$ cat src/rtl/core/bdpt_pkg.sv
// Package: shared types, register map and constants for the button debounce press timer.
package bdpt_pkg;

  localparam int unsigned DATA_W = 32;
  localparam int unsigned ADDR_W = 4;

  localparam logic [DATA_W-1:0] PRESS_PATTERN   = 32'h0000_00FF;
  localparam logic [DATA_W-1:0] RELEASE_PATTERN = 32'hFF00_0000;
  localparam logic [DATA_W-1:0] ALL_ONES        = 32'hFFFF_FFFF;
  localparam logic [DATA_W-1:0] ALL_ZEROS       = 32'h0000_0000;

  localparam logic [DATA_W-1:0] MATCH_MASK_RST  = 32'hFF00_00FF;
  localparam logic [DATA_W-1:0] SHORT_LIMIT_RST = 32'd500;
  localparam logic [DATA_W-1:0] LONG_LIMIT_RST  = 32'd2000;

  typedef enum logic [1:0] {
    REG_MATCH_MASK  = 2'd0,
    REG_SHORT_LIMIT = 2'd1,
    REG_LONG_LIMIT  = 2'd2
  } reg_idx_t;

  typedef enum logic [1:0] {
    KIND_NONE  = 2'd0,
    KIND_SHORT = 2'd1,
    KIND_LONG  = 2'd2,
    KIND_VLONG = 2'd3
  } press_kind_t;

  typedef struct packed {
    logic [DATA_W-1:0] match_mask;
    logic [DATA_W-1:0] short_limit;
    logic [DATA_W-1:0] long_limit;
  } cfg_t;

endpackage

$ cat src/rtl/core/bdpt_if.sv
// Interfaces: input sample channel and result channel, valid/ready handshake.
interface bdpt_in_if;
  logic        valid;
  logic        ready;
  logic        sample;
  logic [31:0] timestamp;

  modport source (output valid, sample, timestamp, input ready);
  modport sink   (input valid, sample, timestamp, output ready);
endinterface

interface bdpt_out_if;
  logic       valid;
  logic       ready;
  logic [1:0] press_kind;
  logic       press_seen;
  logic       is_up;
  logic       is_down;

  modport source (output valid, press_kind, press_seen, is_up, is_down, input ready);
  modport sink   (input valid, press_kind, press_seen, is_up, is_down, output ready);
endinterface

$ cat src/rtl/core/button_debounce_press_timer_top.sv
// An accepted request is held in the input register, then moves to the result register once that is free or read.
// Throughput: one request per cycle while out_ch.ready is high; input register and result register
// each hold one request, so input is taken while a result waits.
// The history/press-start update is combinational logic.
// Reset (rst_n low, synchronous): history and press start cleared, both
// stages empty, match_mask 0xFF0000FF, short_limit 500, long_limit 2000.
module button_debounce_press_timer_top (
  input  logic                          clk,
  input  logic                          rst_n,
  bdpt_in_if.sink                       in_ch,
  bdpt_out_if.source                    out_ch,
  input  logic                          psel,
  input  logic                          penable,
  input  logic                          pwrite,
  input  logic [bdpt_pkg::ADDR_W-1:0]   paddr,
  input  logic [bdpt_pkg::DATA_W-1:0]   pwdata,
  output logic [bdpt_pkg::DATA_W-1:0]   prdata,
  output logic                          pready
);

  bdpt_pkg::cfg_t cfg;

  bdpt_cfg u_cfg (
    .clk     (clk),
    .rst_n   (rst_n),
    .psel    (psel),
    .penable (penable),
    .pwrite  (pwrite),
    .paddr   (paddr),
    .pwdata  (pwdata),
    .prdata  (prdata),
    .pready  (pready),
    .cfg     (cfg)
  );

  bdpt_core u_core (
    .clk    (clk),
    .rst_n  (rst_n),
    .cfg    (cfg),
    .in_ch  (in_ch),
    .out_ch (out_ch)
  );

endmodule

$ cat src/rtl/core/bdpt_cfg.sv
// Configuration registers behind an APB-style port.
module bdpt_cfg (
  input  logic                          clk,
  input  logic                          rst_n,
  input  logic                          psel,
  input  logic                          penable,
  input  logic                          pwrite,
  input  logic [bdpt_pkg::ADDR_W-1:0]   paddr,
  input  logic [bdpt_pkg::DATA_W-1:0]   pwdata,
  output logic [bdpt_pkg::DATA_W-1:0]   prdata,
  output logic                          pready,
  output bdpt_pkg::cfg_t                cfg
);

  bdpt_pkg::cfg_t     cfg_r;
  bdpt_pkg::cfg_t     cfg_nxt;
  bdpt_pkg::reg_idx_t reg_idx;
  logic               wr_en;

  assign pready  = 1'b1;
  assign reg_idx = bdpt_pkg::reg_idx_t'(paddr[3:2]);
  assign wr_en   = psel & penable & pwrite & pready;

  always_comb begin
    cfg_nxt = cfg_r;
    if (wr_en) begin
      unique case (reg_idx)
        bdpt_pkg::REG_MATCH_MASK:  cfg_nxt.match_mask  = pwdata;
        bdpt_pkg::REG_SHORT_LIMIT: cfg_nxt.short_limit = pwdata;
        bdpt_pkg::REG_LONG_LIMIT:  cfg_nxt.long_limit  = pwdata;
        default: ;
      endcase
    end
  end

  always_comb begin
    unique case (reg_idx)
      bdpt_pkg::REG_MATCH_MASK:  prdata = cfg_r.match_mask;
      bdpt_pkg::REG_SHORT_LIMIT: prdata = cfg_r.short_limit;
      bdpt_pkg::REG_LONG_LIMIT:  prdata = cfg_r.long_limit;
      default:                   prdata = bdpt_pkg::ALL_ZEROS;
    endcase
  end

  always_ff @(posedge clk) begin
    if (!rst_n) begin
      cfg_r.match_mask  <= bdpt_pkg::MATCH_MASK_RST;
      cfg_r.short_limit <= bdpt_pkg::SHORT_LIMIT_RST;
      cfg_r.long_limit  <= bdpt_pkg::LONG_LIMIT_RST;
    end else begin
      cfg_r <= cfg_nxt;
    end
  end

  assign cfg = cfg_r;

endmodule

$ cat src/rtl/core/bdpt_core.sv
// Debounce datapath: input register, history/press-start state, classify, result register.
module bdpt_core (
  input  logic              clk,
  input  logic              rst_n,
  input  bdpt_pkg::cfg_t    cfg,
  bdpt_in_if.sink           in_ch,
  bdpt_out_if.source        out_ch
);

  // input stage
  logic                        in_vld_r;
  logic                        sample_r;
  logic [bdpt_pkg::DATA_W-1:0] stamp_r;
  // state
  logic [bdpt_pkg::DATA_W-1:0] history_r;
  logic [bdpt_pkg::DATA_W-1:0] history_nxt;
  logic [bdpt_pkg::DATA_W-1:0] start_r;
  logic [bdpt_pkg::DATA_W-1:0] start_nxt;
  // result stage
  logic                        out_vld_r;
  bdpt_pkg::press_kind_t       kind_r;
  bdpt_pkg::press_kind_t       kind_nxt;
  logic                        seen_r;
  logic                        up_r;
  logic                        down_r;

  logic                        advance;
  logic                        in_take;
  logic [bdpt_pkg::DATA_W-1:0] hist_shift;
  logic [bdpt_pkg::DATA_W-1:0] hist_press;
  logic                        press_hit;
  logic                        rel_hit;
  logic [bdpt_pkg::DATA_W-1:0] span;

  assign advance     = in_vld_r & (~out_vld_r | out_ch.ready);
  assign in_ch.ready = ~in_vld_r | advance;
  assign in_take     = in_ch.valid & in_ch.ready;

  always_comb begin
    hist_shift = {history_r[bdpt_pkg::DATA_W-2:0], sample_r};
    press_hit  = (hist_shift & cfg.match_mask) == bdpt_pkg::PRESS_PATTERN;
    hist_press = press_hit ? bdpt_pkg::ALL_ONES : hist_shift;
    start_nxt  = press_hit ? stamp_r : start_r;
    // press check runs first, so release sees the forced history
    rel_hit    = (hist_press & cfg.match_mask) == bdpt_pkg::RELEASE_PATTERN;
    span       = stamp_r - start_nxt;
    history_nxt = rel_hit ? bdpt_pkg::ALL_ZEROS : hist_press;
    if (!rel_hit) begin
      kind_nxt = bdpt_pkg::KIND_NONE;
    end else if (span < cfg.short_limit) begin
      kind_nxt = bdpt_pkg::KIND_SHORT;
    end else if (span < cfg.long_limit) begin
      kind_nxt = bdpt_pkg::KIND_LONG;
    end else begin
      kind_nxt = bdpt_pkg::KIND_VLONG;
    end
  end

  always_ff @(posedge clk) begin
    if (!rst_n) begin
      in_vld_r  <= 1'b0;
      out_vld_r <= 1'b0;
      history_r <= bdpt_pkg::ALL_ZEROS;
      start_r   <= bdpt_pkg::ALL_ZEROS;
    end else begin
      if (in_take) begin
        in_vld_r <= 1'b1;
      end else if (advance) begin
        in_vld_r <= 1'b0;
      end
      if (advance) begin
        out_vld_r <= 1'b1;
        history_r <= history_nxt;
        start_r   <= start_nxt;
      end else if (out_ch.ready) begin
        out_vld_r <= 1'b0;
      end
    end
  end

  always_ff @(posedge clk) begin
    if (in_take) begin
      sample_r <= in_ch.sample;
      stamp_r  <= in_ch.timestamp;
    end
    if (advance) begin
      kind_r <= kind_nxt;
      seen_r <= press_hit;
      up_r   <= history_nxt == bdpt_pkg::ALL_ZEROS;
      down_r <= history_nxt == bdpt_pkg::ALL_ONES;
    end
  end

  assign out_ch.valid      = out_vld_r;
  assign out_ch.press_kind = kind_r;
  assign out_ch.press_seen = seen_r;
  assign out_ch.is_up      = up_r;
  assign out_ch.is_down    = down_r;

endmodule
$ cat src/flat_wrapper.sv
// flat-port wrapper written by rule: the top's interface ports become plain ports
module button_debounce_press_timer_top_flat 
  (clk, rst_n, psel, penable, pwrite, paddr, pwdata, prdata, pready, in_ch_valid, in_ch_sample, in_ch_timestamp, in_ch_ready, out_ch_valid, out_ch_press_kind, out_ch_press_seen, out_ch_is_up, out_ch_is_down, out_ch_ready);
  bdpt_in_if in_ch_i ();
  bdpt_out_if out_ch_i ();
  input  logic clk;
  input  logic rst_n;
  input  logic psel;
  input  logic penable;
  input  logic pwrite;
  input  logic [bdpt_pkg::ADDR_W-1:0] paddr;
  input  logic [bdpt_pkg::DATA_W-1:0] pwdata;
  output logic [bdpt_pkg::DATA_W-1:0] prdata;
  output logic pready;
  input wire logic [$bits(in_ch_i.valid)-1:0] in_ch_valid;
  input wire logic [$bits(in_ch_i.sample)-1:0] in_ch_sample;
  input wire logic [$bits(in_ch_i.timestamp)-1:0] in_ch_timestamp;
  output wire logic [$bits(in_ch_i.ready)-1:0] in_ch_ready;
  output wire logic [$bits(out_ch_i.valid)-1:0] out_ch_valid;
  output wire logic [$bits(out_ch_i.press_kind)-1:0] out_ch_press_kind;
  output wire logic [$bits(out_ch_i.press_seen)-1:0] out_ch_press_seen;
  output wire logic [$bits(out_ch_i.is_up)-1:0] out_ch_is_up;
  output wire logic [$bits(out_ch_i.is_down)-1:0] out_ch_is_down;
  input wire logic [$bits(out_ch_i.ready)-1:0] out_ch_ready;
  assign in_ch_i.valid = in_ch_valid;
  assign in_ch_i.sample = in_ch_sample;
  assign in_ch_i.timestamp = in_ch_timestamp;
  assign in_ch_ready = in_ch_i.ready;
  assign out_ch_valid = out_ch_i.valid;
  assign out_ch_press_kind = out_ch_i.press_kind;
  assign out_ch_press_seen = out_ch_i.press_seen;
  assign out_ch_is_up = out_ch_i.is_up;
  assign out_ch_is_down = out_ch_i.is_down;
  assign out_ch_i.ready = out_ch_ready;
  button_debounce_press_timer_top u_core (.clk(clk), .rst_n(rst_n), .in_ch(in_ch_i), .out_ch(out_ch_i), .psel(psel), .penable(penable), .pwrite(pwrite), .paddr(paddr), .pwdata(pwdata), .prdata(prdata), .pready(pready));
endmodule
$ cat config.mk
export PLATFORM = sky130hd
export DESIGN_NAME = button_debounce_press_timer_top_flat
export DESIGN_NICKNAME = d
export VERILOG_FILES = /design/src/rtl/core/bdpt_pkg.sv /design/src/rtl/core/bdpt_if.sv /design/src/rtl/core/button_debounce_press_timer_top.sv /design/src/rtl/core/bdpt_cfg.sv /design/src/rtl/core/bdpt_core.sv /design/src/flat_wrapper.sv
export SDC_FILE = /design/constraint.sdc
export NUM_CORES = 1
export LEC_CHECK = 0
export BUFFER_PORTS_ARGS = -buffer_cell sky130_fd_sc_hd__buf_2
export CORE_ASPECT_RATIO = 0.8
export CORE_UTILIZATION = 60
export CTS_CLUSTER_DIAMETER = 50
export CTS_CLUSTER_SIZE = 40
export DETAILED_ROUTE_END_ITERATION = 8
export MAX_ROUTING_LAYER = met4
export PLACE_DENSITY = 0.88
export SETUP_SLACK_MARGIN = 0.1
export SYNTH_ARGS = -nofsm -noshare
export SYNTH_HDL_FRONTEND = slang
export SYNTH_SLANG_ARGS = --single-unit
$ cat constraint.sdc
create_clock -name clk -period 7.41 [get_ports clk]
set_input_delay 0.741 -clock clk [delete_from_list [all_inputs] [get_ports clk]]
set_output_delay 0.741 -clock clk [all_outputs]
set_load 0.02 [all_outputs]
==> results.yml <==
sta:
  finalSetupViolations: 0
  tightest_slew_ns: 1.18
  final.setup.tns_ns: 0
  fin_crit_sh: 0.914
  relSlewSlack: 0.211
  rsz0062_at_grt: "false"
  finalMaxSlewViolations: 0
  fin_crit_ns: 6.78
  skew_ns: 0.0120
  fmax_mhz: 148
  final.setup.worst_slack_ns: 0.634
  finalHoldViolations: 0
final_layout:
  multiInputGateArea_mm2: 0.00708
  regArea_mm2: 0.00436
  nets: 1658
  area_growth_pct: 10.1
  drive_above_1_share: 0.130
  nFillCells: 1559
power_and_ir_drop:
  power.density_mw_per_mm2: 201
  leakagePower_nw: 5.50
  vdd_drop_max_uv: 107
logic_synthesis:
  synth_edf_count: 38
  yosysTopAreaCellShare: 0.267
  yosys_warnings: 0
  syn_nets: 1596
  synth-xor-area-share: 0.0211
  synth.most_common_cell: "nand2_1"
  yosys.area_share.simple: 0.186
  synth_top_area_cell: "dfxtp_1"
  avgSynthCellArea_um2: 8.46
  muxShareOfSynthArea: 0.0506
  synth_cell_type_count: 69
  syn_inst: 1426
  async_reset_ff_frac: 0
  synth_compound_area_frac: 0.229
  ys_top_cells_by_area: "dfxtp_1, nand2_1, ha_1, edfxtp_1, mux2i_1"
  synth_fa_ha_area_frac: 0.0981
  synth_top_family_by_area: "compound AO/OA/AOI/OAI gates"
  ys_seq_area_frac: 0.362
  synth_common_cells: "nand2_1, dfxtp_1, ha_1"
  synth-seq-cells: 199
  synth_flop_cell: "dfxtp_1"
  synth_area_mm2: 0.0121
critical_path:
  crit_family: "compound AO/OA/AOI/OAI gates"
  start_kind: "flip-flop"
  slowest_delay_ns: 0.61
  required_ns: 7.60
  crit_arrival_ns: 6.97
  end_kind: "flip-flop"
  critPathBufInv: 1
  crit_type: "flip-flop to flip-flop"
  slowest_stage: "a221oi_1"
  worstPathMaxFanout: 26
clock_tree:
  cts_buffer_depth: 2
  clk_latency_ns: 0.46
  clock_sinks: 199
  postCtsSetupBuffers: 0
  cts_hold_buf: 0
  htreeDepth: 4
  path_clk_slew_ns: 0.08
  cts_tree: "yes"
  cts-resized-gates: 0
  clockRootBuffer: "clkbuf_16"
  cts_buffers: 17
global_routing:
  top_usage_layer: "met2"
  grt_util_met1: 0.427
  grt_start_max_net_pins: 98
  gr-total-overflow: 0
  grt_pass1_wl_um: 53000
  grt_usage: 0.338
  antenna_found_initial: 2
  grt_pass1_vias: 10411
  gr-usage-met3: 0.0648
  grtUsageMet2: 0.533
job:
  timing.max_cap.violations: 0
die:
  fp.dieW_um: 161
  die_h_um: 129
  ios: 116
  dieArea_mm2: 0.0207
  num_rows: 45
  fp.coreArea_mm2: 0.0193
  start_util: 0.625
routing:
  drcViolationCount: 0
  vias: 11003
  via_per_inst: 6.25
  first_pass_iters: 7
  first_iter_violations: 1270
  antenna_left: 0
  wl_per_cell_um: 18.9
  routed_wl_um: 33200
placement:
  place_congestion: 0.972
  post-place-ws_ns: 0.853
  hpwl_um: 23400
  port_buffers: 112
min_path:
  hold_class: "input pin to flip-flop"
status:
  status: "completed"
## logic make-up after synthesis
family / count (synthesis)
other: 1
DFF: 199
xor gates and xnor gates: 29
AOI/OAI and AO/OA: 380
buffers and inverters: 157
adders and majority gates: 94
muxes: 61
and+or+nand+nor: 505
## final cells by class
type | instances | share of cell area
antenna | 2 | 0.000377
timing repair buffer | 126 | 0.0503
inverter | 74 | 0.0209
clock inverter | 14 | 0.0102
tap | 258 | 0.0243
clock buffer | 18 | 0.0323
sequential | 199 | 0.329
multi-input combinational | 1070 | 0.533
## worst reg2reg max path, stage by stage, from the launching register on
cell and delay [ns]:
dfxtp_1 0.39, a22oi_1 0.33, nand3_1 0.16, nor4_2 0.35, and4_4 0.52, buf_4 0.48, mux2i_1 0.17, ha_1 0.38
nand2_1 0.07, a21oi_1 0.15, o21a_1 0.22, o21ai_0 0.15, a221oi_1 0.61, o311ai_1 0.22, nand2_1 0.21, nor4_1 0.09
a311oi_1 0.34, ha_1 0.33, a21o_1 0.18, a21o_1 0.17, a21oi_1 0.16, nor2b_1 0.06, o21ai_0 0.20, a31oi_1 0.13
a211oi_1 0.33, a21oi_2 0.10
## cells in the final DEF, fill, tap and decap left out, drive strengths merged, types with 5 or more instances in the layout
master	Yosys	layout
o211ai	28	28
ha	93	93
o211a	31	31
nor2	39	39
nand2	315	315
a21oi	40	40
a211o	5	5
nor4	9	9
dfxtp	161	161
o21bai	7	7
and4	5	5
nor2b	9	9
inv	74	82
buf	20	126
a31oi	5	5
xnor2	19	19
o21ai	83	83
o21a	7	7
a221oi	5	5
nand2b	5	5
a22oi	7	7
nor3	10	10
a211oi	6	6
and3	6	6
nand3	45	45
nand4	42	42
a21o	39	39
and2	5	5
edfxtp	38	38
a21boi	97	97
xor2	10	10
clkbuf	63	18
mux2i	61	61
## registers in the layout, summed over array words and instances (netlist names)
name,cells
u_core.u_cfg.cfg,96
u_core.u_core.stamp_r,32
u_core.u_core.start_r,32
u_core.u_core.history_r,31
u_core.u_core.out_ch.press_kind,2
u_core.u_core.in_vld_r,1
u_core.u_core.out_ch.is_down,1
u_core.u_core.out_ch.is_up,1
u_core.u_core.out_ch.press_seen,1
u_core.u_core.out_ch.valid,1
u_core.u_core.sample_r,1
## per-layer routing
| layer | vias up | wire, um |
|---|---|---|
| li1 | 5180 | - |
| met1 | 5258 | 14400 |
| met2 | 491 | 15400 |
| met3 | 74 | 2510 |
| met4 | 0 | 962 |
| met5 | - | 0 |
## final timing paths
path                          startpoint                                  to  slack [ns]  cells after the start
min reg2reg         u_core.u_cfg.cfg[19]                u_core.u_cfg.cfg[19]        0.48                      2
max reg2reg  u_core.u_core.history_r[22]  u_core.u_core.out_ch.press_kind[0]        0.63                     25
min                   in_ch_timestamp[0]            u_core.u_core.stamp_r[0]        0.46                      1
max          u_core.u_core.history_r[22]  u_core.u_core.out_ch.press_kind[0]        0.63                     25
## through the flow
stage                     std cells   util  total power [mW]  area (um^2)  hold WS [ns]
after CTS                      1759  0.687              2.66        13300         0.446
final                          1761  0.688              2.67        13300         0.457
after global placement         1727  0.658              1.73        12700         0.464
after global routing           1761  0.688              2.79        13300         0.439
after detailed placement       1727  0.658              1.76        12700         0.474
after floorplan                1426      -              1.60        12100         0.454
## power by group
group	total [mW]	switching, mW	internal, mW
sequential	1.16	0.0225	1.14
clock	0.922	0.450	0.472
combinational	0.591	0.347	0.244
total	2.67	0.819	1.85
Note: power is estimated with default switching activity, not from simulation.
